**src/rtl/lru_pkg.sv**
```systemverilog
// Shared types, codes and field widths for the LRU recency list.
`default_nettype none

package lru_pkg;

  // Field widths fixed by the stream format
  localparam int ACT_W      = 2;
  localparam int KEY_W      = 64;
  localparam int STATUS_W   = 3;
  localparam int RANK_W     = 4;
  localparam int CAP_W      = 5;
  localparam int IN_DATA_W  = 64;
  localparam int OUT_DATA_W = 72;

  // Capacity after reset and the longest list that is ever emitted
  localparam logic [CAP_W-1:0] CAP_RESET = 5'd16;
  localparam int               LIST_MAX  = 16;

  typedef enum logic [ACT_W-1:0] {
    ACT_VISIT  = 2'd0,
    ACT_REMOVE = 2'd1,
    ACT_LIST   = 2'd2
  } action_e;

  typedef enum logic [STATUS_W-1:0] {
    ST_HIT     = 3'd0,
    ST_MISS    = 3'd1,
    ST_EVICT   = 3'd2,
    ST_REMOVED = 3'd3,
    ST_ABSENT  = 3'd4,
    ST_ENTRY   = 3'd5,
    ST_EMPTY   = 3'd6
  } status_e;

  // What every cell does with its key this cycle
  typedef enum logic [1:0] {
    SHIFT_HOLD,
    SHIFT_FRONT,
    SHIFT_CLOSE
  } shift_e;

  typedef struct packed {
    shift_e op;
    logic   fill_all;  // miss: whole row moves back by one
  } lru_cmd_t;

  typedef enum logic {
    LRU_IDLE,
    LRU_LIST
  } lru_state_e;

endpackage

`default_nettype wire

```
**src/rtl/lru_cell.sv**
```systemverilog
// One position of the recency row: key register, compare and neighbour shift.
`default_nettype none

module lru_cell #(
  parameter int INDEX    = 0,
  parameter int KEY_BITS = 64,
  parameter int CNT_W    = 5,
  parameter int SEL_W    = 5
) (
  input  wire                 clk_i,
  input  wire lru_pkg::lru_cmd_t cmd_i,
  input  wire  [KEY_BITS-1:0] key_i,
  input  wire  [CNT_W-1:0]    cnt_i,
  input  wire  [SEL_W-1:0]    sel_i,
  input  wire  [KEY_BITS-1:0] left_key_i,
  input  wire  [KEY_BITS-1:0] right_key_i,
  input  wire                 after_hit_i,   // match somewhere behind this cell
  input  wire                 before_hit_i,  // match somewhere in front of it
  input  wire  [KEY_BITS-1:0] pick_i,
  output logic [KEY_BITS-1:0] key_o,
  output logic                after_hit_o,
  output logic                before_hit_o,
  output logic [KEY_BITS-1:0] pick_o
);

  logic [KEY_BITS-1:0] key_q, key_d;
  logic                occupied;
  logic                match;

  assign occupied = CNT_W'(INDEX) < cnt_i;
  assign match    = occupied && (key_q == key_i);

  // Match flags ripple both ways along the row
  assign after_hit_o  = after_hit_i | match;
  assign before_hit_o = before_hit_i | match;

  // Selected key ripples towards the head
  assign pick_o = (sel_i == SEL_W'(INDEX)) ? key_q : pick_i;
  assign key_o  = key_q;

  always_comb begin
    key_d = key_q;
    unique case (cmd_i.op)
      lru_pkg::SHIFT_FRONT: begin
        if (cmd_i.fill_all || after_hit_i || match) key_d = left_key_i;
      end
      lru_pkg::SHIFT_CLOSE: begin
        if (before_hit_i || match) key_d = right_key_i;
      end
      default: key_d = key_q;
    endcase
  end

  always_ff @(posedge clk_i) begin
    key_q <= key_d;
  end

endmodule

`default_nettype wire

```
**src/rtl/lru_chain.sv**
```systemverilog
// Row of recency cells, most recent at position 0, with the ripple links.
`default_nettype none

module lru_chain #(
  parameter int DEPTH    = 16,
  parameter int KEY_BITS = 64,
  parameter int CNT_W    = 5,
  parameter int SEL_W    = 5
) (
  input  wire                 clk_i,
  input  wire lru_pkg::lru_cmd_t cmd_i,
  input  wire  [KEY_BITS-1:0] key_i,
  input  wire  [CNT_W-1:0]    cnt_i,
  input  wire  [SEL_W-1:0]    sel_i,
  output logic                found_o,
  output logic [KEY_BITS-1:0] pick_o
);

  logic [KEY_BITS-1:0] cell_key   [DEPTH];
  logic [KEY_BITS-1:0] pick       [DEPTH+1];
  logic                hit_behind [DEPTH+1];
  logic                hit_ahead  [DEPTH+1];

  assign hit_behind[DEPTH] = 1'b0;
  assign hit_ahead[0]      = 1'b0;
  assign pick[DEPTH]       = '0;

  for (genvar i = 0; i < DEPTH; i++) begin : g_cell
    logic [KEY_BITS-1:0] left_key;
    logic [KEY_BITS-1:0] right_key;

    // Head takes the incoming key, tail refills from itself
    if (i == 0) begin : g_head
      assign left_key = key_i;
    end else begin : g_body
      assign left_key = cell_key[i-1];
    end
    if (i == DEPTH - 1) begin : g_tail
      assign right_key = cell_key[i];
    end else begin : g_mid
      assign right_key = cell_key[i+1];
    end

    lru_cell #(
      .INDEX    (i),
      .KEY_BITS (KEY_BITS),
      .CNT_W    (CNT_W),
      .SEL_W    (SEL_W)
    ) u_cell (
      .clk_i        (clk_i),
      .cmd_i        (cmd_i),
      .key_i        (key_i),
      .cnt_i        (cnt_i),
      .sel_i        (sel_i),
      .left_key_i   (left_key),
      .right_key_i  (right_key),
      .after_hit_i  (hit_behind[i+1]),
      .before_hit_i (hit_ahead[i]),
      .pick_i       (pick[i+1]),
      .key_o        (cell_key[i]),
      .after_hit_o  (hit_behind[i]),
      .before_hit_o (hit_ahead[i+1]),
      .pick_o       (pick[i])
    );
  end

  assign found_o = hit_behind[0];
  assign pick_o  = pick[0];

endmodule

`default_nettype wire

```
**src/rtl/lru_recency_list.sv**
```systemverilog
// Top level of the LRU recency list: stream ports, control and result register.
`default_nettype none

// Keeps up to "capacity" keys (clamped to 1..DEPTH) in recency order in a row of
// DEPTH cells, each comparing its key with the incoming one and shifting from a
// neighbour in the same cycle. Input beat: tuser = action (0 visit, 1 remove,
// 2 list), tdata = key (only the low KEY_BITS bits count). A visit or remove
// gives one result beat; action 3 is consumed with no result. A list of n
// entries (n = min(count, capacity, 16)) takes the request, then gives one
// beat per cycle while the sink takes them; an empty list gives one beat.
// No input is taken until the last beat has been loaded, and a result beat held
// by the sink holds off both input and list. The clock period is set by the
// match and select ripple along the DEPTH cells. Lowering capacity below the
// stored count keeps the entries until the next miss, which trims the row and
// reports the least recent key.
module lru_recency_list #(
  parameter int DEPTH    = 16,
  parameter int KEY_BITS = 64
) (
  input  wire                             clk_i,
  input  wire                             rst_ni,
  // Configuration: capacity
  input  wire                             cfg_valid_i,
  output logic                            cfg_ready_o,
  input  wire  [lru_pkg::CAP_W-1:0]       cfg_data_i,
  // Input stream
  input  wire                             s_axis_tvalid,
  output logic                            s_axis_tready,
  input  wire  [lru_pkg::IN_DATA_W-1:0]   s_axis_tdata,   // [63:0] key
  input  wire  [lru_pkg::ACT_W-1:0]       s_axis_tuser,   // [1:0] action
  // Result stream
  output logic                            m_axis_tvalid,
  input  wire                             m_axis_tready,
  output logic [lru_pkg::OUT_DATA_W-1:0]  m_axis_tdata,   // [63:0] key_out, [67:64] rank
  output logic [lru_pkg::STATUS_W-1:0]    m_axis_tuser,   // [2:0] status
  output logic                            m_axis_tlast    // last
);

  localparam int CNT_W  = $clog2(DEPTH + 1);
  localparam int RW     = lru_pkg::RANK_W;
  localparam int SEL_W  = (CNT_W > RW) ? CNT_W : RW;
  localparam int CMP_W  = (CNT_W > lru_pkg::CAP_W) ? CNT_W : lru_pkg::CAP_W;
  localparam int KW     = lru_pkg::KEY_W;
  localparam int PAD_W  = lru_pkg::OUT_DATA_W - KW - RW;

  // Registers
  lru_pkg::lru_state_e       state_q, state_d;
  logic [lru_pkg::CAP_W-1:0] cap_q;
  logic [CNT_W-1:0]          count_q, count_d;
  logic [RW-1:0]             rank_q, rank_d;
  logic [RW-1:0]             last_rank_q, last_rank_d;
  logic                      out_valid_q, out_valid_d;
  lru_pkg::status_e          status_q, status_d;
  logic [KW-1:0]             key_out_q, key_out_d;
  logic [RW-1:0]             out_rank_q, out_rank_d;
  logic                      out_last_q, out_last_d;

  logic                      out_free;
  logic                      in_acc;
  lru_pkg::action_e          act;
  logic [KEY_BITS-1:0]       key_in;
  logic [CMP_W-1:0]          cap_w, eff_cap, cnt_w, list_n;
  lru_pkg::lru_cmd_t         cmd;
  logic [SEL_W-1:0]          sel;
  logic                      found;
  logic [KEY_BITS-1:0]       picked;

  assign cfg_ready_o = 1'b1;

  // Handshake
  assign out_free      = !out_valid_q || m_axis_tready;
  assign s_axis_tready = (state_q == lru_pkg::LRU_IDLE) && out_free;
  assign in_acc        = s_axis_tvalid && s_axis_tready;
  assign act           = lru_pkg::action_e'(s_axis_tuser);
  assign key_in        = s_axis_tdata[KEY_BITS-1:0];

  // Effective capacity and list length
  assign cap_w = CMP_W'(cap_q);
  assign cnt_w = CMP_W'(count_q);
  always_comb begin
    eff_cap = cap_w;
    if (cap_w == '0) eff_cap = CMP_W'(1);
    if (cap_w > CMP_W'(DEPTH)) eff_cap = CMP_W'(DEPTH);
    list_n = (cnt_w < eff_cap) ? cnt_w : eff_cap;
    if (list_n > CMP_W'(lru_pkg::LIST_MAX)) list_n = CMP_W'(lru_pkg::LIST_MAX);
  end

  // Cell row selection: list entry while listing, tail otherwise
  assign sel = (state_q == lru_pkg::LRU_LIST) ? SEL_W'(rank_q) : SEL_W'(count_q - 1'b1);

  lru_chain #(
    .DEPTH    (DEPTH),
    .KEY_BITS (KEY_BITS),
    .CNT_W    (CNT_W),
    .SEL_W    (SEL_W)
  ) u_chain (
    .clk_i   (clk_i),
    .cmd_i   (cmd),
    .key_i   (key_in),
    .cnt_i   (count_q),
    .sel_i   (sel),
    .found_o (found),
    .pick_o  (picked)
  );

  // Next state, cell command and result beat
  always_comb begin
    state_d      = state_q;
    count_d      = count_q;
    rank_d       = rank_q;
    last_rank_d  = last_rank_q;
    out_valid_d  = out_valid_q && !m_axis_tready;
    status_d     = status_q;
    key_out_d    = key_out_q;
    out_rank_d   = out_rank_q;
    out_last_d   = out_last_q;
    cmd.op       = lru_pkg::SHIFT_HOLD;
    cmd.fill_all = 1'b0;

    unique case (state_q)
      lru_pkg::LRU_IDLE: begin
        if (in_acc) begin
          out_rank_d = '0;
          out_last_d = 1'b1;
          key_out_d  = KW'(key_in);
          unique case (act)
            lru_pkg::ACT_VISIT: begin
              out_valid_d  = 1'b1;
              cmd.op       = lru_pkg::SHIFT_FRONT;
              cmd.fill_all = !found;
              if (found) begin
                status_d = lru_pkg::ST_HIT;
              end else if (cnt_w >= eff_cap) begin
                status_d  = lru_pkg::ST_EVICT;
                key_out_d = KW'(picked);
                count_d   = CNT_W'(eff_cap);
              end else begin
                status_d = lru_pkg::ST_MISS;
                count_d  = count_q + 1'b1;
              end
            end
            lru_pkg::ACT_REMOVE: begin
              out_valid_d = 1'b1;
              if (found) begin
                cmd.op   = lru_pkg::SHIFT_CLOSE;
                status_d = lru_pkg::ST_REMOVED;
                count_d  = count_q - 1'b1;
              end else begin
                status_d = lru_pkg::ST_ABSENT;
              end
            end
            lru_pkg::ACT_LIST: begin
              if (list_n == '0) begin
                out_valid_d = 1'b1;
                status_d    = lru_pkg::ST_EMPTY;
                key_out_d   = '0;
              end else begin
                state_d     = lru_pkg::LRU_LIST;
                rank_d      = '0;
                last_rank_d = RW'(list_n - 1'b1);
              end
            end
            default: ;
          endcase
        end
      end
      lru_pkg::LRU_LIST: begin
        // One entry per free slot of the result register
        if (out_free) begin
          out_valid_d = 1'b1;
          status_d    = lru_pkg::ST_ENTRY;
          key_out_d   = KW'(picked);
          out_rank_d  = rank_q;
          out_last_d  = (rank_q == last_rank_q);
          rank_d      = rank_q + 1'b1;
          if (rank_q == last_rank_q) state_d = lru_pkg::LRU_IDLE;
        end
      end
      default: state_d = lru_pkg::LRU_IDLE;
    endcase
  end

  // Control registers
  always_ff @(posedge clk_i or negedge rst_ni) begin
    if (!rst_ni) begin
      state_q     <= lru_pkg::LRU_IDLE;
      cap_q       <= lru_pkg::CAP_RESET;
      count_q     <= '0;
      rank_q      <= '0;
      last_rank_q <= '0;
      out_valid_q <= 1'b0;
    end else begin
      state_q     <= state_d;
      count_q     <= count_d;
      rank_q      <= rank_d;
      last_rank_q <= last_rank_d;
      out_valid_q <= out_valid_d;
      if (cfg_valid_i && cfg_ready_o) cap_q <= cfg_data_i;
    end
  end

  // Result payload
  always_ff @(posedge clk_i) begin
    status_q   <= status_d;
    key_out_q  <= key_out_d;
    out_rank_q <= out_rank_d;
    out_last_q <= out_last_d;
  end

  assign m_axis_tvalid = out_valid_q;
  assign m_axis_tdata  = {{PAD_W{1'b0}}, out_rank_q, key_out_q};
  assign m_axis_tuser  = status_q;
  assign m_axis_tlast  = out_last_q;

  // Checks
  a_count_bound: assert property (@(posedge clk_i) disable iff (!rst_ni)
    count_q <= CNT_W'(DEPTH))
    else $error("entry count above depth");

  a_list_blocks_input: assert property (@(posedge clk_i) disable iff (!rst_ni)
    (state_q == lru_pkg::LRU_LIST) |-> !s_axis_tready)
    else $error("input taken while listing");

  a_hit_keeps_count: assert property (@(posedge clk_i) disable iff (!rst_ni)
    (in_acc && (act == lru_pkg::ACT_VISIT) && found) |=> (count_q == $past(count_q)))
    else $error("hit changed entry count");

  a_list_emits: assert property (@(posedge clk_i) disable iff (!rst_ni)
    ((state_q == lru_pkg::LRU_LIST) && out_free) |=> m_axis_tvalid)
    else $error("list entry not presented");

endmodule

`default_nettype wire

```
**config.mk**
```make
export PLATFORM = sky130hd
export DESIGN_NAME = lru_recency_list
export DESIGN_NICKNAME = d
export VERILOG_FILES = /design/src/rtl/lru_pkg.sv /design/src/rtl/lru_cell.sv /design/src/rtl/lru_chain.sv /design/src/rtl/lru_recency_list.sv
export SDC_FILE = /design/constraint.sdc
export NUM_CORES = 2
export LEC_CHECK = 0
export BUFFER_PORTS_ARGS = -buffer_cell sky130_fd_sc_hd__buf_2
export CORE_UTILIZATION = 40
export DETAILED_ROUTE_END_ITERATION = 6
export SYNTH_ARGS = -nofsm -noshare
export SYNTH_HDL_FRONTEND = slang
export SYNTH_SLANG_ARGS = --single-unit
```
**constraint.sdc**
```tcl
create_clock -name clk_i -period 8.7 [get_ports clk_i]
set_clock_uncertainty 0.05 [all_clocks]
set_input_delay 0.435 -clock clk_i [delete_from_list [all_inputs] [get_ports clk_i]]
set_output_delay 0.435 -clock clk_i [all_outputs]
set_load 0.01 [all_outputs]
```
Word level (Yosys, flattened, before mapping)
Index checks and enable logic that the tools add are counted.
{ "totals": {"memories": 0, "latch_bits": 0, "wordCells": 361, "output_inout_bits": 79, "input_bits": 76, "ramBits": 0, "ff_bits": 1116, "rom_bits": 0} }
{ "op_classes": {"multipliers": 0, "n_shift": 0, "div_mod_pow": 0, "n_bitwise": 30, "muxes": 112, "n_addsub": 4, "eq_ne": 74, "n_reduce_logical": 95, "magnitude_cmp": 20} }
{ "ops": {"columns": ["operator", "n"], "rows": [
  ["$mux 64", 51],
  ["$pmux 64 s2", 17],
  ["$eq 64x64->1", 16],
  ["$ne 2x2->1 const B", 34],
  ["$logic_or 1x1->1", 45],
  ["$reduce_and 3->1", 15],
  ["$eq 5x4->1 const B", 8],
  ["$lt 4x5->1 const A", 8],
  ["$mux 5", 8],
  ["$or 1x1->1", 28],
  ["$mux 4", 6],
  ["$eq 5x3->1 const B", 4],
  ["$lt 3x5->1 const A", 4],
  ["$logic_and 1x1->1", 19],
  ["$mux 3", 6],
  ["$pmux 4 s2", 2],
  ["$logic_not 5->1", 3],
  ["$reduce_and 4->1", 3],
  ["$mux 1", 11],
  ["$eq 5x2->1 const B", 2],
  ["$gt 5x5->1 const B", 2],
  ["$lt 1x5->1 const A", 2],
  ["$lt 2x5->1 const A", 2],
  ["$pmux 5 s2", 1],
  ["other kinds (25)", 38]
]} }

Depth between registers and ports, before layout
{ "depth": {"ltp_word": 25, "ltp_mapped": 18, "depth_no_buf": 16} }

Hierarchy
From an unflattened synthesis, not the netlist that was laid out.
{ "unflattened": {"cells_unflattened": 5421, "area_unflattened_um2": 73734.5} }
{ "by_module_without_submodules": {"columns": ["module", "cells_per_inst", "area_per_inst_um2", "n_inst"], "rows": [
  ["lru_cell at u_chain.g_cell[13].u_cell ...", 304, 4255.3, 2],
  ["lru_recency_list", 490, 4973.5, 1],
  ["lru_cell at u_chain.g_cell[0].u_cell", 305, 4540.6, 1],
  ["lru_cell at u_chain.g_cell[3].u_cell", 304, 4525.6, 1],
  ["lru_cell at u_chain.g_cell[12].u_cell", 314, 4299.1, 1],
  ["lru_cell at u_chain.g_cell[10].u_cell", 305, 4286.6, 1],
  ["lru_cell at u_chain.g_cell[15].u_cell", 329, 4277.9, 1],
  ["lru_cell at u_chain.g_cell[6].u_cell", 304, 4276.6, 1],
  ["lru_cell at u_chain.g_cell[8].u_cell", 305, 4260.3, 1],
  ["lru_cell at u_chain.g_cell[11].u_cell", 303, 4259.1, 1],
  ["lru_cell at u_chain.g_cell[1].u_cell", 305, 4259.1, 1],
  ["lru_cell at u_chain.g_cell[2].u_cell", 304, 4257.8, 1],
  ["lru_cell at u_chain.g_cell[7].u_cell", 328, 4254.1, 1],
  ["lru_cell at u_chain.g_cell[4].u_cell", 306, 4252.8, 1],
  ["+3 rows", null, null, null]
]} }

Least setup slack after synthesis
No wires, ideal clock.
{ "synth_path": {"kind": "in2reg", "start": "in s_axis_tdata[54] in the netlist's numbering", "end": "reg u_chain.g_cell[12].u_cell.key_q[0], enable pin", "setup_time_ns": 0.582, "path_buffers": 2, "arrival_ns": 8.136, "path_slack_ns": -0.068, "path_stages": 13, "cell_sequence": "buf_4 > xor2_1 > or4_1 > or4_1 > or4b_1 > o22ai_1 > nor4_2 > and2_1 > nor3_1 > inv_1 > ha_1 > clkbuf_1 > a211oi_1"} }
{ "synth_between": {"elab_chain_len": 25, "elab_cells_between_ends": 73} }
{ "synth_rtl": {"columns": ["item", "line", "text"], "rows": [
  ["start: declaration", "lru_recency_list.sv:29", "input wire [lru_pkg::IN_DATA_W-1:0] s_axis_tdata,"],
  ["parallel branches: the longest is 24 deep, another holds $eq 64x64->1", null, null],
  ["$reduce_and 3->1 (no line) (*)", null, null],
  ["end signal: assignment", "lru_cell.sv:55", "key_q <= key_d;"],
  ["end: declaration", "lru_cell.sv:26", "logic [KEY_BITS-1:0] key_q, key_d;"]
]} }
Mark *: on every way between the ends.
A chain may end at the register's enable or synchronous reset.

Final worst setup path
{ "layout_path": {"start": "reg u_chain.g_cell[3].u_cell.key_q[44]", "end": "reg u_chain.g_cell[0].u_cell.key_q[56], enable pin"} }
{ "layout_between": {"elab_chain_len": 14, "elab_cells_between_ends": 20} }
{ "layout_rtl": {"columns": ["item", "line", "text"], "rows": [
  ["start: declaration", "lru_cell.sv:26", null],
  ["start signal: assignment", "lru_cell.sv:55", null],
  ["$eq 64x64->1 (*)", "lru_cell.sv:31", "assign match = occupied && (key_q == key_i);"],
  ["$logic_and 1x1->1 (*)", "lru_cell.sv:31", null],
  ["$or 1x1->1 (*) (3 in a row)", "lru_cell.sv:34", "assign after_hit_o = after_hit_i | match;"],
  ["parallel branches: the longest is 8 deep, another holds $mux 3", null, null],
  ["$reduce_and 3->1 (no line) (*)", null, null],
  ["end signal: assignment", "lru_cell.sv:55", null],
  ["end: declaration", "lru_cell.sv:26", null]
]} }
Marks and branches as above.

==> flow_metrics.py <==
metrics = {
    "floorplan": {
        "dieHeight_um": 417.8,
        "die_w_um": 417.8,
        "core-area_um2": 171700,
        "die_area_um2": 174600,
        "ioPinCount": 155,
        "initial_utilization": 0.4027,
        "num_rows": 152,
    },
    "route": {
        "drt_wl_total_mm": 476.8,
        "top_layer": "met5",
        "ant_nets": 0,
        "routed_via_density": 7.508,
        "dr.pass1.iters": 7,
        "drt_iter0_drc": 13890,
        "route.met2.wl_mm": 177.4,
        "wl_met3_mm": 80.88,
        "wl_met1_mm": 178.7,
        "num_vias": 62720,
        "post_drt_wl_per_cell_um": 57.07,
        "route.detailed.drc": 4,
    },
    "sta": {
        "relSlewSlack": -0.1424,
        "setup-tns-final_ns": 0,
        "rsz0062_at_grt": "no",
        "worstMarginPinSlew_ns": 1.701,
        "min_period_over_period": 0.8376,
        "period_minus_slack_ns": 7.287,
        "setup_viol": 0,
        "finalHoldViolCount": 0,
        "fmax_mhz": 137.2,
        "slew_viol_final": 16,
    },
    "logic_synthesis": {
        "async_reset_ff_frac": 0.01792,
        "synth-compound-area-share": 0.09688,
        "synth_enable_flop_cells": 1096,
        "netlist_instances": 5763,
        "synthMuxAreaShare": 0.1528,
        "ys_warn_count": 0,
        "synth_ff_type": "edfxtp_1",
        "synth_top_area_share": 0.4759,
        "yosysMostFrequentCell": "edfxtp_1",
        "netlist_area_um2": 69160,
        "synthXorXnorAreaFrac": 0.1212,
        "ys_seq_area_frac": 0.4832,
        "yosys.area_share.simple": 0.1131,
        "ys_types": 96,
        "synth_top_family_by_area": "multiplexers",
        "synthAdderAreaFrac": 0.002895,
        "synth_top_area_cell": "edfxtp_1",
        "synth-seq-cells": 1116,
        "synth_area_leaders": "edfxtp_1, mux2_2, xor2_1, nor4_1, xnor2_1",
        "synthTopCellsByCount": "edfxtp_1, mux2_2, xor2_1",
        "synth.avg_cell_area_um2": 12.00,
    },
    "clock_tree": {
        "cts_resized": 0,
        "numCtsBuffers": 139,
        "cts_tree": "yes",
        "clockBufferDepth": 3,
        "insertion_delay_ns": 0.85,
        "root_buffer": "clkbuf_16",
        "htreeDepth": 4,
        "path_clk_slew_ns": 0.06,
        "clock-sinks": 1116,
    },
    "critical_path": {
        "crit_required_ns": 9.17,
        "cp-start-kind": "register",
        "cp.arrival_ns": 7.76,
        "cp_slowest_cell": "xnor2_1",
        "worst-path-buf-inv": 3,
        "path_cells": "xnor2_1 -> buf_4 -> nand4_1 -> or4_1 -> nor4_1 -> a22oi_1 -> and4_1 -> and2_1 -> nor3_1 -> inv_1 -> ha_1 -> nand3_1 -> or4_1 -> nor3_1 -> a21oi_4 -> buf_12",
        "path_class": "reg -> reg",
        "crit_fanout": 20,
        "end_kind": "register",
        "critPathMaxStageDelay_ns": 1.43,
        "critical-path-top-delay-family": "simple AND/OR/NAND/NOR gates",
    },
    "layout": {
        "nFillCells": 15930,
        "drive_gt1_frac": 0.2635,
        "fin_cells": 8354,
        "nNetsFinal": 5993,
        "syn2layout_area_growth_pct": 13.19,
    },
    "global_routing": {
        "grt_max_degree": 166,
        "antenna_found_initial": 51,
        "track_usage": 0.5324,
        "grt_pass1_wl_mm": 599.9,
        "overflow": 0,
        "grt_pass1_vias": 55920,
    },
    "placed_design": {
        "finalWeightedCongestion": 1.150,
        "portBuffers": 149,
        "hpwl_mm": 374.2,
        "placedCellCount": 8057,
    },
    "power": {
        "p_leak_nw": 25.31,
        "pwr_density_cell_nw_per_um2": 300.6,
        "irDropWorstVdd_mv": 0.3412,
    },
    "status": {
        "status": "finished with violations",
        "violations": "design-rule violations, max-capacitance violations, max-slew violations",
    },
    "worst_hold_path": {
        "worstHoldPathType": "in -> reg",
    },
    "flow_run": {
        "maxCapViolCount": 7,
    },
}
-- worst register-to-register path, stage by stage, from the launching register on --
cell and delay [ns]:
edfxtp_1 0.70, xnor2_1 1.43, buf_4 0.31, nand4_1 0.09, or4_1 0.53, nor4_1 0.35
a22oi_1 0.30, and4_1 0.35, and2_1 0.20, nor3_1 0.42, inv_1 0.11, ha_1 0.30
nand3_1 0.17, or4_1 0.25, nor3_1 0.18, a21oi_4 0.92, buf_12 0.30
-- power by group --
group	leakage (nW)	total, mW	switching [mW]	internal [mW]
combinational	12.9	10.5	7.89	2.57
sequential	10.2	7.10	0.554	6.54
clock	2.16	5.96	2.62	3.34
-- stage by stage --
step                hold slack [ns]  instance area, um^2  setup WS, ns  power [mW]    util
floorplan                   0.08941                69170      -0.06771       11.20       -
global placement             0.3787                73580         1.238       16.72  0.4284
detailed placement           0.3800                73590         1.662       16.67  0.4285
CTS                        0.002029                78180         1.886       22.55  0.4553
global route                0.05715                78200         1.492       23.35  0.4553
finish                      0.02247                78280         1.413       23.53  0.4558
-- path summary, 6_finish.rpt --
kind	start	endpoint	slack, ns	cells past startpoint
max	u_chain.g_cell[3].u_cell.key_o[44]	u_chain.g_cell[0].u_cell.key_o[56]	1.41	16
min	s_axis_tuser[0]	m_axis_tvalid	0.02	5
max reg2reg	u_chain.g_cell[3].u_cell.key_o[44]	u_chain.g_cell[0].u_cell.key_o[56]	1.41	16
min reg2reg	last_rank_q[3]	last_rank_q[3]	0.48	1
max in group asynchronous	rst_ni	cap_q[4]	8.17	2
min in group asynchronous	rst_ni	last_rank_q[0]	0.06	2
-- final cells by class --
class	instances	area [um^2]	area share
inverters	61	229.0	0.002925
multi-input cells	4189	34090	0.4355
clock inverters	81	765.7	0.009782
repair buffers	394	3105	0.03967
well taps	2310	2890	0.03692
flip-flops and latches	1116	33410	0.4268
clock buffers	170	3701	0.04728
diodes	33	82.58	0.001055
-- per-layer routing --
layer  vias to the layer above  track usage
met3                      1420       0.3003
met5                         -     0.004168
met4                        40       0.3342
met2                      6473       0.6884
li1                      22790            -
met1                     32000       0.6711
-- registers in the layout, summed over array words and instances (netlist names) --
signal and count:
u_chain.g_cell.u_cell.key_o 1024, key_out_q 64, cap_q 5, cnt_w 5, last_rank_q 4, out_rank_q 4, rank_q 4, m_axis_tuser 3
m_axis_tlast 1, m_axis_tvalid 1, state_q 1
-- cells by family (layout without fill, tap and decap cells) --
kind of cell / count (synthesis) / after routing
xor+xnor: 957 / 957
buf+inv: 461 / 706
other cells: 2 / 38
compound gates: 885 / 885
simple gates: 1388 / 1388
mux: 938 / 938
flops: 1116 / 1116
fa+ha+maj: 16 / 16
-- repair_timing --
item,4_1_cts,5_1_grt
hold buffers,13,0
setup buffers,0,0
hold endpoints to repair,26,0
-- cells in the final DEF, fill, tap and decap left out, types with 120 or more instances in the layout --
| cell | n |
|---|---|
| edfxtp_1 | 1096 |
| xor2_1 | 727 |
| buf_2 | 149 |
| a21oi_1 | 129 |
| nand4_1 | 183 |
| mux2_2 | 932 |
| nor2_1 | 131 |
| xnor2_1 | 230 |
| nor2b_1 | 120 |
| nand2_1 | 238 |
| clkbuf_16 | 144 |
| buf_4 | 193 |
| nor4_1 | 321 |
Note: power is estimated with default switching activity, not from simulation.
